<file path="config.mk">
export PLATFORM = sky130hd
export DESIGN_NAME = h264_rtp_fu_a_packetizer_flat
export DESIGN_NICKNAME = d
export VERILOG_FILES = /design/src/rfu_pkg.sv /design/src/rfu_if.sv /design/src/rfu_front.sv /design/src/rfu_queue.sv /design/src/rfu_back.sv /design/src/h264_rtp_fu_a_packetizer.sv /design/src/flat_wrapper.sv
export SDC_FILE = /design/constraint.sdc
export NUM_CORES = 1
export LEC_CHECK = 0
export ABC_CLOCK_PERIOD_IN_PS = 12300
export BUFFER_PORTS_ARGS = -buffer_cell sky130_fd_sc_hd__clkbuf_2
export CORE_ASPECT_RATIO = 1.5
export CORE_MARGIN = 1
export CORE_UTILIZATION = 67
export CTS_CLUSTER_SIZE = 25
export DETAILED_ROUTE_END_ITERATION = 10
export PLACE_DENSITY = 0.87
export SETUP_SLACK_MARGIN = 0.05
export SLEW_MARGIN = 20
export SYNTH_ARGS = -nofsm -noshare
export SYNTH_HDL_FRONTEND = slang
export SYNTH_HIERARCHICAL = 1
export SYNTH_SLANG_ARGS = --single-unit
</file>
<file path="constraint.sdc">
create_clock -name clock -period 12.3 [get_ports clock]
set_clock_uncertainty 0.05 [all_clocks]
set_input_delay 3.69 -clock clock [delete_from_list [all_inputs] [get_ports clock]]
set_output_delay 3.69 -clock clock [all_outputs]
set_load 0.1 [all_outputs]
</file>
<file path="src/rfu_pkg.sv">
// ----------------------------------------------------------------------------
// rfu_pkg
// Shared types and constants of the H.264 RTP FU-A packetizer.
// ----------------------------------------------------------------------------
package rfu_pkg;

   localparam int unsigned DEFAULT_MAX_NAL_BYTES = 524288;

   localparam int unsigned NAL_BYTE_W   = 8;
   localparam int unsigned NAL_LENGTH_W = 20;
   localparam int unsigned LIMIT_W      = 11;
   localparam int unsigned TICK_W       = 17;
   localparam int unsigned SEQ_W        = 16;
   localparam int unsigned TIME_W       = 32;

   localparam int unsigned CSR_INDEX_W = 1;
   localparam int unsigned CSR_DATA_W  = TICK_W;

   localparam logic [CSR_INDEX_W-1:0] REG_FRAGMENT_LIMIT = 1'b0;
   localparam logic [CSR_INDEX_W-1:0] REG_TICK_STEP      = 1'b1;

   localparam logic [LIMIT_W-1:0] FRAGMENT_LIMIT_RESET = 11'd1400;
   localparam logic [TICK_W-1:0]  TICK_STEP_RESET      = 17'(90000 / 25);
   localparam logic [LIMIT_W-1:0] MIN_LIMIT            = 11'd2;

   localparam logic [7:0] NRI_MASK  = 8'h60;
   localparam logic [7:0] TYPE_MASK = 8'h1F;
   localparam logic [7:0] FU_A_TYPE = 8'd28;
   localparam logic [7:0] FU_START  = 8'h80;
   localparam logic [7:0] FU_END    = 8'h40;
   localparam logic [4:0] NAL_SPS   = 5'd7;
   localparam logic [4:0] NAL_PPS   = 5'd8;

   localparam int unsigned QUEUE_DEPTH = 4;

   // one request worth of work for the back end
   typedef struct packed {
      logic [NAL_BYTE_W-1:0] data_byte;
      logic [7:0]            fu_ind;
      logic [7:0]            fu_hdr;
      logic                  is_frag_start;
      logic                  first;
      logic                  last;
      logic [SEQ_W-1:0]      seq;
      logic [TIME_W-1:0]     stamp;
   } rfu_cmd_type;

   typedef enum logic [1:0] {
      PH_IND,
      PH_HDR,
      PH_DATA
   } rfu_phase_type;

endpackage

</file>
<file path="src/rfu_if.sv">
// ----------------------------------------------------------------------------
// rfu_if
// Valid/ready channels for NAL bytes in and RTP payload bytes out.
// ----------------------------------------------------------------------------
interface rfu_req_if import rfu_pkg::*; ();
   logic                    valid;
   logic                    ready;
   logic [NAL_BYTE_W-1:0]   nal_byte;
   logic [NAL_LENGTH_W-1:0] nal_length;

   modport source (output valid, output nal_byte, output nal_length, input ready);
   modport sink   (input valid, input nal_byte, input nal_length, output ready);
endinterface

interface rfu_rsp_if import rfu_pkg::*; ();
   logic                  valid;
   logic                  ready;
   logic [NAL_BYTE_W-1:0] out_byte;
   logic                  packet_first;
   logic                  packet_last;
   logic [SEQ_W-1:0]      seq_number;
   logic [TIME_W-1:0]     rtp_timestamp;

   modport source (output valid, output out_byte, output packet_first,
                   output packet_last, output seq_number, output rtp_timestamp,
                   input ready);
   modport sink   (input valid, input out_byte, input packet_first,
                   input packet_last, input seq_number, input rtp_timestamp,
                   output ready);
endinterface

</file>
<file path="src/rfu_front.sv">
// ----------------------------------------------------------------------------
// rfu_front
// Accepts NAL bytes, tracks unit position, sequence and timestamp, and
// issues one command per byte that produces payload.
// ----------------------------------------------------------------------------
module rfu_front import rfu_pkg::*; #(
   parameter int unsigned MAX_NAL_BYTES = DEFAULT_MAX_NAL_BYTES
) (
   input  logic                   clock,
   input  logic                   reset,
   input  logic                   csr_we,
   input  logic [CSR_INDEX_W-1:0] csr_index,
   input  logic [CSR_DATA_W-1:0]  csr_data,
   rfu_req_if.sink                req_bus,
   output logic                   cmd_valid,
   output rfu_cmd_type            cmd,
   input  logic                   cmd_ready
);

   localparam int unsigned LW = $clog2(MAX_NAL_BYTES + 1);
   localparam int unsigned WW = (LW > NAL_LENGTH_W) ? LW : NAL_LENGTH_W;
   localparam int unsigned CW = (LW > LIMIT_W) ? LW : LIMIT_W;

   logic [LIMIT_W-1:0] fragment_limit_ff;
   logic [TICK_W-1:0]  tick_step_ff;
   logic [SEQ_W-1:0]   seq_ff, seq_in;
   logic [TIME_W-1:0]  time_ff, time_in;
   logic [LW-1:0]      pos_ff, pos_in;
   logic [LW-1:0]      len_ff, len_in;
   logic [7:0]         header_ff, header_in;
   logic [LIMIT_W-1:0] fill_ff, fill_in;
   logic               frag_mode_ff, frag_mode_in;

   logic               accept;
   logic [LIMIT_W-1:0] lim;
   logic [WW-1:0]      len_ext;
   logic [LW-1:0]      new_len;
   logic               new_frag;
   logic [LW:0]        pos_inc;
   logic [LW-1:0]      rem;
   logic [LIMIT_W-1:0] size;
   logic [LIMIT_W-1:0] fill_cur;
   logic [LIMIT_W-1:0] fill_dec;
   logic [7:0]         fu_hdr;
   logic [TIME_W-1:0]  time_adv;

   assign req_bus.ready = cmd_ready;
   assign accept        = req_bus.valid && cmd_ready;

   always_comb begin
      lim = (fragment_limit_ff < MIN_LIMIT) ? MIN_LIMIT : fragment_limit_ff;

      // saturate the length, treat zero as one byte
      len_ext = WW'(req_bus.nal_length);
      if (len_ext > WW'(MAX_NAL_BYTES)) begin
         len_ext = WW'(MAX_NAL_BYTES);
      end
      if (len_ext == '0) begin
         len_ext = WW'(1);
      end
      new_len  = LW'(len_ext);
      new_frag = CW'(new_len) > CW'(lim);

      pos_inc = {1'b0, pos_ff} + (LW+1)'(1);
      rem     = (len_ff > pos_ff) ? (len_ff - pos_ff) : LW'(1);

      // first fragment of a unit just over the limit drops one byte
      if (pos_ff == LW'(1) && CW'(rem) <= CW'(lim)) begin
         size = (rem > LW'(1)) ? LIMIT_W'(rem - LW'(1)) : LIMIT_W'(1);
      end else begin
         size = (CW'(rem) < CW'(lim)) ? LIMIT_W'(rem) : lim;
      end

      fu_hdr = header_ff & TYPE_MASK;
      if (pos_ff == LW'(1)) begin
         fu_hdr = fu_hdr | FU_START;
      end else if (CW'(size) >= CW'(rem)) begin
         fu_hdr = fu_hdr | FU_END;
      end

      fill_cur = (fill_ff == '0) ? size : fill_ff;
      fill_dec = fill_cur - LIMIT_W'(1);
      time_adv = time_ff + TIME_W'(tick_step_ff);
   end

   always_comb begin
      seq_in       = seq_ff;
      time_in      = time_ff;
      pos_in       = pos_ff;
      len_in       = len_ff;
      header_in    = header_ff;
      fill_in      = fill_ff;
      frag_mode_in = frag_mode_ff;

      cmd_valid         = 1'b0;
      cmd.data_byte     = req_bus.nal_byte;
      cmd.fu_ind        = (header_ff & NRI_MASK) | FU_A_TYPE;
      cmd.fu_hdr        = fu_hdr;
      cmd.is_frag_start = 1'b0;
      cmd.first         = 1'b0;
      cmd.last          = 1'b0;
      cmd.seq           = seq_ff;
      cmd.stamp         = time_ff;

      if (accept) begin
         if (pos_ff == '0) begin
            len_in       = new_len;
            header_in    = req_bus.nal_byte;
            fill_in      = '0;
            frag_mode_in = new_frag;
            if (new_frag) begin
               pos_in = LW'(1);
            end else begin
               cmd_valid = 1'b1;
               cmd.first = 1'b1;
               cmd.last  = (new_len == LW'(1));
               if (new_len == LW'(1)) begin
                  seq_in = seq_ff + SEQ_W'(1);
                  pos_in = '0;
                  if ((req_bus.nal_byte[4:0] != NAL_SPS) &&
                      (req_bus.nal_byte[4:0] != NAL_PPS)) begin
                     time_in = time_adv;
                  end
               end else begin
                  pos_in = LW'(1);
               end
            end
         end else if (!frag_mode_ff) begin
            cmd_valid = 1'b1;
            cmd.last  = (pos_inc >= {1'b0, len_ff});
            if (pos_inc >= {1'b0, len_ff}) begin
               seq_in  = seq_ff + SEQ_W'(1);
               pos_in  = '0;
               fill_in = '0;
               if ((header_ff[4:0] != NAL_SPS) && (header_ff[4:0] != NAL_PPS)) begin
                  time_in = time_adv;
               end
            end else begin
               pos_in = LW'(pos_inc);
            end
         end else begin
            cmd_valid         = 1'b1;
            cmd.is_frag_start = (fill_ff == '0);
            cmd.last          = (fill_dec == '0);
            fill_in           = fill_dec;
            if (fill_dec == '0) begin
               seq_in = seq_ff + SEQ_W'(1);
            end
            if (pos_inc >= {1'b0, len_ff}) begin
               pos_in  = '0;
               fill_in = '0;
               time_in = time_adv;
            end else begin
               pos_in = LW'(pos_inc);
            end
         end
      end
   end

   always_ff @(posedge clock) begin
      if (reset) begin
         fragment_limit_ff <= FRAGMENT_LIMIT_RESET;
         tick_step_ff      <= TICK_STEP_RESET;
         seq_ff            <= '0;
         time_ff           <= '0;
         pos_ff            <= '0;
         fill_ff           <= '0;
         frag_mode_ff      <= 1'b0;
      end else begin
         if (csr_we) begin
            case (csr_index)
               REG_FRAGMENT_LIMIT: fragment_limit_ff <= csr_data[LIMIT_W-1:0];
               REG_TICK_STEP:      tick_step_ff      <= csr_data[TICK_W-1:0];
               default: ;
            endcase
         end
         seq_ff       <= seq_in;
         time_ff      <= time_in;
         pos_ff       <= pos_in;
         fill_ff      <= fill_in;
         frag_mode_ff <= frag_mode_in;
      end
   end

   always_ff @(posedge clock) begin
      len_ff    <= len_in;
      header_ff <= header_in;
   end

endmodule

</file>
<file path="src/rfu_queue.sv">
// ----------------------------------------------------------------------------
// rfu_queue
// Short command queue that decouples the front end from the back end.
// ----------------------------------------------------------------------------
module rfu_queue import rfu_pkg::*; (
   input  logic        clock,
   input  logic        reset,
   input  logic        push_valid,
   input  rfu_cmd_type push_cmd,
   output logic        push_ready,
   output logic        pop_valid,
   output rfu_cmd_type pop_cmd,
   input  logic        pop_ready
);

   localparam int unsigned PW = (QUEUE_DEPTH > 1) ? $clog2(QUEUE_DEPTH) : 1;
   localparam int unsigned NW = $clog2(QUEUE_DEPTH + 1);

   rfu_cmd_type     entry_ff [QUEUE_DEPTH];
   logic [PW-1:0]   wr_ptr_ff, wr_ptr_in;
   logic [PW-1:0]   rd_ptr_ff, rd_ptr_in;
   logic [NW-1:0]   count_ff, count_in;
   logic            do_push, do_pop;

   assign push_ready = (count_ff != NW'(QUEUE_DEPTH));
   assign pop_valid  = (count_ff != '0);
   assign pop_cmd    = entry_ff[rd_ptr_ff];
   assign do_push    = push_valid && push_ready;
   assign do_pop     = pop_valid && pop_ready;

   always_comb begin
      wr_ptr_in = wr_ptr_ff;
      rd_ptr_in = rd_ptr_ff;
      count_in  = count_ff;
      if (do_push) begin
         wr_ptr_in = (wr_ptr_ff == PW'(QUEUE_DEPTH - 1)) ? '0 : wr_ptr_ff + PW'(1);
      end
      if (do_pop) begin
         rd_ptr_in = (rd_ptr_ff == PW'(QUEUE_DEPTH - 1)) ? '0 : rd_ptr_ff + PW'(1);
      end
      if (do_push && !do_pop) begin
         count_in = count_ff + NW'(1);
      end else if (do_pop && !do_push) begin
         count_in = count_ff - NW'(1);
      end
   end

   always_ff @(posedge clock) begin
      if (reset) begin
         wr_ptr_ff <= '0;
         rd_ptr_ff <= '0;
         count_ff  <= '0;
      end else begin
         wr_ptr_ff <= wr_ptr_in;
         rd_ptr_ff <= rd_ptr_in;
         count_ff  <= count_in;
      end
   end

   always_ff @(posedge clock) begin
      if (do_push) begin
         entry_ff[wr_ptr_ff] <= push_cmd;
      end
   end

endmodule

</file>
<file path="src/rfu_back.sv">
// ----------------------------------------------------------------------------
// rfu_back
// Expands queued commands into payload bytes: a plain byte, or FU indicator,
// FU header and data byte for the start of a fragment.
// ----------------------------------------------------------------------------
module rfu_back import rfu_pkg::*; (
   input  logic        clock,
   input  logic        reset,
   input  logic        cmd_valid,
   input  rfu_cmd_type cmd,
   output logic        cmd_ready,
   rfu_rsp_if.source   rsp_bus
);

   rfu_phase_type         phase_ff, phase_in;
   logic                  valid_ff;
   logic [NAL_BYTE_W-1:0] byte_ff, byte_in;
   logic                  first_ff, first_in;
   logic                  last_ff, last_in;
   logic [SEQ_W-1:0]      seq_ff;
   logic [TIME_W-1:0]     stamp_ff;
   logic                  load;

   // output register is free when empty or being taken
   assign load = !valid_ff || rsp_bus.ready;

   // next phase
   always_comb begin
      phase_in = phase_ff;
      if (load && cmd_valid) begin
         case (phase_ff)
            PH_IND:  phase_in = cmd.is_frag_start ? PH_HDR : PH_IND;
            PH_HDR:  phase_in = PH_DATA;
            PH_DATA: phase_in = PH_IND;
            default: phase_in = PH_IND;
         endcase
      end
   end

   // byte selection and pop
   always_comb begin
      byte_in   = cmd.data_byte;
      first_in  = cmd.first;
      last_in   = cmd.last;
      cmd_ready = 1'b0;
      case (phase_ff)
         PH_IND: begin
            if (cmd.is_frag_start) begin
               byte_in  = cmd.fu_ind;
               first_in = 1'b1;
               last_in  = 1'b0;
            end else begin
               cmd_ready = load;
            end
         end
         PH_HDR: begin
            byte_in  = cmd.fu_hdr;
            first_in = 1'b0;
            last_in  = 1'b0;
         end
         PH_DATA: begin
            cmd_ready = load;
         end
         default: ;
      endcase
   end

   always_ff @(posedge clock) begin
      if (reset) begin
         phase_ff <= PH_IND;
         valid_ff <= 1'b0;
      end else begin
         phase_ff <= phase_in;
         if (load) begin
            valid_ff <= cmd_valid;
         end
      end
   end

   always_ff @(posedge clock) begin
      if (load && cmd_valid) begin
         byte_ff  <= byte_in;
         first_ff <= first_in;
         last_ff  <= last_in;
         seq_ff   <= cmd.seq;
         stamp_ff <= cmd.stamp;
      end
   end

   assign rsp_bus.valid         = valid_ff;
   assign rsp_bus.out_byte      = byte_ff;
   assign rsp_bus.packet_first  = first_ff;
   assign rsp_bus.packet_last   = last_ff;
   assign rsp_bus.seq_number    = seq_ff;
   assign rsp_bus.rtp_timestamp = stamp_ff;

endmodule

</file>
<file path="src/h264_rtp_fu_a_packetizer.sv">
// ----------------------------------------------------------------------------
// h264_rtp_fu_a_packetizer
// Packs H.264 NAL units into RTP payloads, single packet or FU-A fragments.
// ----------------------------------------------------------------------------
//   channel   direction  handshake      payload
//   req_bus   in         valid/ready    nal_byte, nal_length (on header byte)
//   rsp_bus   out        valid/ready    out_byte, packet_first, packet_last,
//                                       seq_number, rtp_timestamp
//   csr_*     in         write enable   csr_index, csr_data
//
// A NAL byte is taken every cycle while the command queue has room. Each
// byte gives one payload byte, except the header byte of a fragmented unit
// (none) and the first data byte of a fragment (FU indicator, FU header and
// data, three payload bytes), so each fragment adds two bytes of FU framing.
// A payload byte passes through the command queue and the output register
// of the back end; output stalls back up through the queue.
// ----------------------------------------------------------------------------
module h264_rtp_fu_a_packetizer import rfu_pkg::*; #(
   parameter int unsigned MAX_NAL_BYTES = DEFAULT_MAX_NAL_BYTES
) (
   input  logic                   clock,
   input  logic                   reset,
   input  logic                   csr_we,
   input  logic [CSR_INDEX_W-1:0] csr_index,
   input  logic [CSR_DATA_W-1:0]  csr_data,
   rfu_req_if.sink                req_bus,
   rfu_rsp_if.source              rsp_bus
);

   logic        front_valid, front_ready;
   rfu_cmd_type front_cmd;
   logic        back_valid, back_ready;
   rfu_cmd_type back_cmd;

   rfu_front #(
      .MAX_NAL_BYTES(MAX_NAL_BYTES)
   ) u_front (
      .clock     (clock),
      .reset     (reset),
      .csr_we    (csr_we),
      .csr_index (csr_index),
      .csr_data  (csr_data),
      .req_bus   (req_bus),
      .cmd_valid (front_valid),
      .cmd       (front_cmd),
      .cmd_ready (front_ready)
   );

   rfu_queue u_queue (
      .clock      (clock),
      .reset      (reset),
      .push_valid (front_valid),
      .push_cmd   (front_cmd),
      .push_ready (front_ready),
      .pop_valid  (back_valid),
      .pop_cmd    (back_cmd),
      .pop_ready  (back_ready)
   );

   rfu_back u_back (
      .clock     (clock),
      .reset     (reset),
      .cmd_valid (back_valid),
      .cmd       (back_cmd),
      .cmd_ready (back_ready),
      .rsp_bus   (rsp_bus)
   );

endmodule
</file>
<file path="src/flat_wrapper.sv">
// flat-port wrapper written by rule: the top's interface ports become plain ports
module h264_rtp_fu_a_packetizer_flat import rfu_pkg::*;
#(
   parameter int unsigned MAX_NAL_BYTES = DEFAULT_MAX_NAL_BYTES
)
  (clock, reset, csr_we, csr_index, csr_data, req_bus_valid, req_bus_nal_byte, req_bus_nal_length, req_bus_ready, rsp_bus_valid, rsp_bus_out_byte, rsp_bus_packet_first, rsp_bus_packet_last, rsp_bus_seq_number, rsp_bus_rtp_timestamp, rsp_bus_ready);
  rfu_req_if req_bus_i ();
  rfu_rsp_if rsp_bus_i ();
  input  logic clock;
  input  logic reset;
  input  logic csr_we;
  input  logic [CSR_INDEX_W-1:0] csr_index;
  input  logic [CSR_DATA_W-1:0] csr_data;
  input wire logic [$bits(req_bus_i.valid)-1:0] req_bus_valid;
  input wire logic [$bits(req_bus_i.nal_byte)-1:0] req_bus_nal_byte;
  input wire logic [$bits(req_bus_i.nal_length)-1:0] req_bus_nal_length;
  output wire logic [$bits(req_bus_i.ready)-1:0] req_bus_ready;
  output wire logic [$bits(rsp_bus_i.valid)-1:0] rsp_bus_valid;
  output wire logic [$bits(rsp_bus_i.out_byte)-1:0] rsp_bus_out_byte;
  output wire logic [$bits(rsp_bus_i.packet_first)-1:0] rsp_bus_packet_first;
  output wire logic [$bits(rsp_bus_i.packet_last)-1:0] rsp_bus_packet_last;
  output wire logic [$bits(rsp_bus_i.seq_number)-1:0] rsp_bus_seq_number;
  output wire logic [$bits(rsp_bus_i.rtp_timestamp)-1:0] rsp_bus_rtp_timestamp;
  input wire logic [$bits(rsp_bus_i.ready)-1:0] rsp_bus_ready;
  assign req_bus_i.valid = req_bus_valid;
  assign req_bus_i.nal_byte = req_bus_nal_byte;
  assign req_bus_i.nal_length = req_bus_nal_length;
  assign req_bus_ready = req_bus_i.ready;
  assign rsp_bus_valid = rsp_bus_i.valid;
  assign rsp_bus_out_byte = rsp_bus_i.out_byte;
  assign rsp_bus_packet_first = rsp_bus_i.packet_first;
  assign rsp_bus_packet_last = rsp_bus_i.packet_last;
  assign rsp_bus_seq_number = rsp_bus_i.seq_number;
  assign rsp_bus_rtp_timestamp = rsp_bus_i.rtp_timestamp;
  assign rsp_bus_i.ready = rsp_bus_ready;
  h264_rtp_fu_a_packetizer #(.MAX_NAL_BYTES(MAX_NAL_BYTES)) u_core (.clock(clock), .reset(reset), .csr_we(csr_we), .csr_index(csr_index), .csr_data(csr_data), .req_bus(req_bus_i), .rsp_bus(rsp_bus_i));
endmodule
</file>
==> results by group, run 1 <==
Timing
  • Slew headroom: 28.8%
  • Fmax: 120 MHz
  • Final max-slew violation count: 0
  • Final setup fails: 0
  • Slew of the pin with the lowest slew margin: 1070 ps
  • Final hold vios: 0
  • Min cycle time layout: 8340 ps
  • Total negative slack: 0 ps
  • RSZ-0062 raised after global routing: no
  • Final worst slack: 3960 ps
  • Final worst-path cycle share: 67.8%

Global route
  • M1 GR Usage: 39.4%
  • Pin count of the biggest net entering global routing: 85
  • First-pass GRT wire length: 95600 um
  • Total track usage: 35.1%
  • Initial antenna violation count: 0
  • Remaining Overflow, GRT: 0
  • Met3 Track Usage GR: 4.45%
  • GR peak layer: met2
  • Vias in the first global route: 16900
  • Met2 usage: 63.8%

Placement
  • DP HPWL: 39300 um
  • Dpl cells: 2417
  • IO Port Bufs: 110
  • Pre-CTS WS: 3860 ps
  • Placed Area: 0.0248 mm2
  • GP Congestion: 0.997

CTS
  • TritonCTS Sinks: 505
  • PostCTS Resize Cnt: 0
  • # hold bufs at CTS: 0
  • Clock Path Buffers: 3
  • H-Tree Level Count: 2
  • CTS Buf Count: 44
  • Clk slew on worst S/H paths: 70 ps
  • Skew-Pair Late Insertion Delay: 580 ps
  • Post-CTS Setup Repair Bufs: 0
  • CTS tree: yes
  • Clock Tree Root: clkbuf_16

Routing
  • TritonRoute pass-1 iters: 7
  • Vias post-DR: 16700
  • Post-route DRC: 0
  • Detailed Route Iter0 Violations: 1529
  • Final ANT Viol Nets: 0
  • Routed length per instance: 25.0 um
  • Vias per inst: 6.70
  • Drt total wl: 62500 um

Finish
  • Commonest non-fill, non-tap cells in the layout: edfxtp_1, nand2_1, nor2_1
  • Fin nets: 2148
  • Area grow syn2layout: 9.62%
  • Layout cells sized above 1: 15.5%
  • FILL cells: 2108
  • Commonest non-fill, non-tap cell in the layout: edfxtp_1
  • N_diodes: 0
  • Non-Filler Instances: 2499
  • Fin area: 0.0263 mm2

Hold path
  • HP Class: reg2reg

Worst setup path
  • Crit start category: flop
  • Crit-path max FO: 21
  • CP Capture Type: flop
  • Crit path top cell by count: ha_1
  • Worst path max stage delay: 670 ps
  • WS Path Type: reg2reg
  • WP data required: 12710 ps
  • Critical Path AT: 8740 ps
  • CP Buf/Inv Count: 1
  • Critical-path top delay cell: o311ai_2
  • Delay-heaviest family, CP: compound AO/OA/AOI/OAI gates

Yosys
  • Yosys cell types: 92
  • Synth warnings: 6
  • Ys async rst share: 0%
  • Register area share after synthesis: 58.2%
  • Mapped Cells: 1909
  • Number of register bits inferred by synthesis: 505
  • Syn_area_per_cell: 12.6 um2
  • Post-synth EDFFs: 385
  • Post-Synthesis Cell Area: 0.0240 mm2
  • Ys flop type: edfxtp_1

Power and ir drop
  • Max VDD drop: 0.178 mV
  • Switching Share: 39.2%
  • Total power: 0.00556 W
  • Combinational share of power: 35.2%
  • NetSw: 0.00218 W
  • Leak pwr: 9.45 nW
  • Internal power: 0.00338 W
  • Clock power share: 25.8%
  • Pwr per Cell Area: 212 mW/mm2
  • Sequential share of power: 39.0%

Floorplan
  • Die height: 234 um
  • Initial Util: 68.3%
  • Die W: 156 um
  • Area of the core: 0.0351 mm2
  • Ports: 111
  • DIE AREA: 0.0366 mm2
  • Row Count: 84

Flow run
  • MaxCap Viol Count: 0

Outcome
  • Status: completed
tightest hold or removal path, stage by stage (launching register included):
cell and delay [ps]:
dfxtp_1 310, nand2_1 50, a21oi_1 50
area by class of cell:
cell class / instances / area [um2] / area share (%)
clock inverter: 18 / 234 / 0.890
sequential: 505 / 14000 / 53.2
tap: 473 / 592 / 2.25
clock buffer: 64 / 1260 / 4.78
multi-input combinational: 1213 / 9170 / 34.9
timing repair buffer: 126 / 677 / 2.58
inverter: 100 / 375 / 1.43
registers in the layout (all words and copies together) (netlist names), 2 cells and up, named ones only:
name                                 count
u_core/u_front/seq_ff                   16
u_core/u_front/tick_step_ff             17
u_core/u_back/phase_ff                   2
u_core/u_front/fill_ff                  11
u_core/u_front/pos_ff                   20
u_core/u_queue/count_ff                  3
u_core/u_back/rsp_bus.out_byte           8
u_core/u_front/header_ff                 7
u_core/u_front/time_ff                  32
u_core/u_back/rsp_bus.seq_number        16
u_core/u_queue/rd_ptr_ff                 2
u_core/u_back/rsp_bus.rtp_timestamp     32
u_core/u_front/len_ff                   20
u_core/u_queue/entry_ff                300
u_core/u_front/fragment_limit_ff        11
u_core/u_queue/wr_ptr_ff                 2
worst paths after layout:
path / from / to / slack [ps] / cells past startpoint
setup / recovery: u_core/u_front/pos_ff[0]$_SDFFE_PP0P_ / u_core/u_front/seq_ff[13]$_SDFFE_PP0P_ / 3960 / 25
hold / removal: u_core/u_front/fragment_limit_ff[0]$_SDFFE_PP0P_ / u_core/u_front/fragment_limit_ff[0]$_SDFFE_PP0P_ / 410 / 2
setup reg to reg: u_core/u_front/pos_ff[0]$_SDFFE_PP0P_ / u_core/u_front/seq_ff[13]$_SDFFE_PP0P_ / 3960 / 25
hold reg to reg: u_core/u_front/fragment_limit_ff[0]$_SDFFE_PP0P_ / u_core/u_front/fragment_limit_ff[0]$_SDFFE_PP0P_ / 410 / 2
through the flow:
| stage | utilization [%] | hold slack (ps) |
|---|---|---|
| after floorplan | - | 382 |
| after detailed placement | 70.6 | 394 |
| final | 74.9 | 409 |
| after global routing | 74.9 | 427 |
| after global placement | 70.6 | 388 |
| after CTS | 74.9 | 404 |
synth_stat cells (all sizes together) (10+ instances only):
master / count / area [um2]
or2: 10 / 62.6
or3: 20 / 128
nand3: 47 / 240
clkbuf: 52 / 195
nor3: 29 / 145
xnor2: 46 / 403
a32oi: 11 / 96.3
ha: 104 / 1300
a21oi: 113 / 566
and3: 20 / 130
nor4: 18 / 113
nand2: 167 / 627
edfxtp: 385 / 11600
dfxtp: 120 / 2400
nor2b: 38 / 245
buf: 44 / 315
o211ai: 20 / 150
o21a: 16 / 120
o22ai: 10 / 62.6
xor2: 16 / 140
nand4: 26 / 163
nand2b: 17 / 106
a21boi: 10 / 75.1
a211oi: 15 / 125
a21o: 10 / 75.1
inv: 100 / 375
mux2i: 10 / 100
and2: 26 / 170
mux4: 75 / 1690
o21ai: 77 / 385
nor2: 124 / 465
layer usage:
layer | part of all wire (%) | vias up
met3 | 7.0 | 244
met4 | 6.2 | 0
met2 | 53 | 1040
met5 | 0 | -
met1 | 34 | 8114
li1 | - | 7343
power groups by stage:
stage	Sequential [W]	Combinational, W	Clock (W)
floorplan	0.00284	0.000885	0
global placement	0.00218	0.00188	0
detailed placement	0.00219	0.00191	0
CTS	0.00217	0.00194	0.00145
global route	0.00218	0.00206	0.00151
finish	0.00217	0.00196	0.00144
kinds of logic (layout without fill, tap and decap cells):
kind of cell	Yosys count	count (layout)	share of synthesized area, %
and+or+nand+nor	576	576	12.1
DFF	505	505	58.2
AOI/OAI and AO/OA	374	374	10.5
buffers and inverters	196	308	3.70
adders and majority gates	107	107	5.68
muxes	87	87	7.56
xor gates and xnor gates	62	62	2.27
other	2	7	0.0313
Power figures use the tool's default switching activity.
==> inputs of run 2 (changes only) <==
Settings changed: ABC_CLOCK_PERIOD_IN_PS 12300 to 8400, CORE_UTILIZATION 67 to 62, PLACE_DENSITY 0.87 to 0.81.
Clock period 12.3 ns to 8.4 ns, I/O delays scaled along.
==> run 2 against run 1 <==
Effect of this change: sequential power rose by 48%; critical path depth did not move; largest power group unchanged; fmax rose by 7.0%; combinational power rose by 44%; die area rose by 8.0%.
==> results by group, run 2 (synthesis gave the netlist of run 1 again) <==
Power and ir drop
  • Max VDD drop: 0.328 mV (+84%)
  • Pwr per Cell Area: 307 mW/mm2 (+45%)
  • Leak pwr: 9.48 nW (+0.28%)

Routing
  • Post-route DRC: 0 (unchanged)
  • Max layer used: met4
  • WL met3: 3580 um (-18%)
  • Vias per inst: 6.48 (-3.2%)
  • Detailed Route Iter0 Violations: 1320 (-14%)
  • Vias post-DR: 16300 (-2.4%)
  • Drt total wl: 60000 um (-4.0%)
  • Routed length per instance: 23.8 um (-4.8%)
  • TritonRoute pass-1 iters: 5 (-2)
  • Metal-1 WL: 21700 um (+1.5%)
  • Routed length on met2: 31700 um (-3.8%)
  • Final ANT Viol Nets: 0 (unchanged)

Worst setup path
  • Critical Path End: u_core/u_front/seq_ff[7]$_SDFFE_PP0P_
  • WS Path Type: reg2reg
  • Crit path top cell by count: ha_1
  • CP Buf/Inv Count: 1 (unchanged)
  • Crit start category: flop
  • Delay-heaviest family, CP: compound AO/OA/AOI/OAI gates
  • Critical-path top delay cell: o311ai_2
  • Crit-path max FO: 21 (unchanged)
  • Reg2reg setup slack: 610 ps (-3360 ps)
  • R2R Path Start: u_core/u_front/pos_ff[0]$_SDFFE_PP0P_
  • WP data required: 8800 ps (-3910 ps)
  • Critical Path AT: 8190 ps (-550 ps)
  • R2R depth: 25 (unchanged)
  • Critical R2R Capture: u_core/u_front/seq_ff[7]$_SDFFE_PP0P_
  • CP Capture Type: flop
  • Critical Path Start: u_core/u_front/pos_ff[0]$_SDFFE_PP0P_
  • Critical path depth: 25 (unchanged)
  • Worst path max stage delay: 740 ps (+70 ps)

Global route
  • Remaining Overflow, GRT: 0 (unchanged)
  • First-pass GRT wire length: 93100 um (-2.6%)
  • Initial antenna violation count: 0 (unchanged)
  • Pin count of the biggest net entering global routing: 93 (+9.4%)
  • Vias in the first global route: 16800 (-0.30%)
  • Total track usage: 31.0% (-4.2 points)

Timing
  • Slew headroom: 27.5% (-1.3 points)
  • Final hold vios: 0 (unchanged)
  • Final setup fails: 0 (unchanged)
  • Slew of the pin with the lowest slew margin: 1090 ps (+21.3 ps)
  • Min cycle time layout: 7790 ps (-543 ps)
  • Final max-slew violation count: 0 (unchanged)
  • Total negative slack: 0 ps (unchanged)
  • Fmax: 128 MHz (+7.0%)
  • Final worst-path cycle share: 92.8% (+25 points)
  • RSZ-0062 raised after global routing: no

Finish
  • Non-Filler Instances: 2520 (+0.84%)
  • Fin nets: 2153 (+0.23%)
  • FILL cells: 2531 (+20%)
  • Largest register by flop count: u_core/u_queue/entry_ff
  • Largest register FFs: 300 (unchanged)
  • Area grow syn2layout: 10.0%
  • Commonest non-fill, non-tap cells in the layout: edfxtp_1, nand2_1, nor2_1
  • Layout cells sized above 1: 15.8% (+0.31 points)
  • N_diodes: 0 (unchanged)
  • Commonest non-fill, non-tap cell in the layout: edfxtp_1

Floorplan
  • Row Count: 87 (+3.6%)
  • Die W: 163 um (+3.9%)
  • Die height: 243 um (+3.9%)
  • Ports: 111 (unchanged)
  • Initial Util: 63.3% (-5.0 points)
  • Area of the core: 0.0379 mm2 (+7.9%)
  • DIE AREA: 0.0395 mm2 (+8.0%)

CTS
  • Post-CTS Setup Repair Bufs: 0 (unchanged)
  • H-Tree Level Count: 2 (unchanged)
  • TritonCTS Sinks: 505 (unchanged)
  • CTS Buf Count: 44 (unchanged)
  • Skew-Pair Late Insertion Delay: 560 ps (-20 ps)
  • Clock Tree Root: clkbuf_16
  • Clk slew on worst S/H paths: 70 ps (about the same)
  • # hold bufs at CTS: 0 (unchanged)
  • CTS tree: yes
  • Clock Path Buffers: 3 (unchanged)

Placement
  • GP Congestion: 0.944 (-5.4%)
  • DP HPWL: 39500 um (+0.58%)
  • Dpl cells: 2438 (+0.87%)
  • IO Port Bufs: 110 (unchanged)

Flow run
  • MaxCap Viol Count: 0 (unchanged)

Hold path
  • HP Class: reg2reg

Outcome
  • Status: completed
-- run 2: where the power goes --
group	switching (W)	internal (W)	total, W
registers	0.000162	0.00304	0.00321
logic	0.00208	0.000739	0.00282
clock network	0.000919	0.00114	0.00206
-- run 2: tightest hold or removal path: stages, from the launching register on --
cell     delay (ps)
dfxtp_1         310
nand2_1          50
a21oi_1          50
-- run 2: area by class of cell --
cell class,count,area [um2],share of cell area (%)
well taps,489,612,2.32
multi-input cells,1213,9190,34.8
flip-flops and latches,505,14000,53.0
inverters,100,375,1.42
clock buffers,60,1240,4.71
repair buffers,131,761,2.88
clock inverters,22,224,0.849
-- run 2: worst min path at each step --
stage                                                            start                                           end  slack (ps)  cells past startpoint
after detailed placement         u_core/u_front/pos_ff[5]$_SDFFE_PP0P_         u_core/u_front/pos_ff[5]$_SDFFE_PP0P_         400                      2
after global placement           u_core/u_front/pos_ff[5]$_SDFFE_PP0P_         u_core/u_front/pos_ff[5]$_SDFFE_PP0P_         390                      2
final                            u_core/u_front/pos_ff[5]$_SDFFE_PP0P_         u_core/u_front/pos_ff[5]$_SDFFE_PP0P_         410                      2
after CTS                        u_core/u_front/pos_ff[5]$_SDFFE_PP0P_         u_core/u_front/pos_ff[5]$_SDFFE_PP0P_         410                      2
after floorplan                  u_core/u_front/pos_ff[5]$_SDFFE_PP0P_         u_core/u_front/pos_ff[5]$_SDFFE_PP0P_         380                      2
after global routing      u_core/u_front/tick_step_ff[13]$_SDFFE_PP0P_  u_core/u_front/tick_step_ff[13]$_SDFFE_PP0P_         430                      2
-- run 2: what timing repair did --
| action | in CTS | in global routing |
|---|---|---|
| resized for setup | 0 | 3 |
| hold endpoints to repair | 0 | 0 |
| endpoints found under the setup margin | 0 | 10 |
-- run 2: metrics by stage --
| step | utilization, % | area [um2] | setup WS (ps) | hold slack, ps | total power [W] |
|---|---|---|---|---|---|
| floorplan | - | 24000 | 1260 | 382 | 0.00545 |
| global placement | 65.7 | 24900 | 865 | 387 | 0.00597 |
| detailed placement | 65.7 | 24900 | 545 | 403 | 0.00603 |
| CTS | 69.6 | 26400 | 523 | 411 | 0.00811 |
| global route | 69.6 | 26400 | 128 | 434 | 0.00839 |
| finish | 69.6 | 26400 | 606 | 410 | 0.00809 |
-- run 2: layer usage --
| layer | track usage, % | vias to the layer above |
|---|---|---|
| met4 | 16.0 | 0 |
| met1 | 36.1 | 8032 |
| met3 | 3.38 | 192 |
| met2 | 55.7 | 757 |
| li1 | - | 7357 |
| met5 | 0 | - |
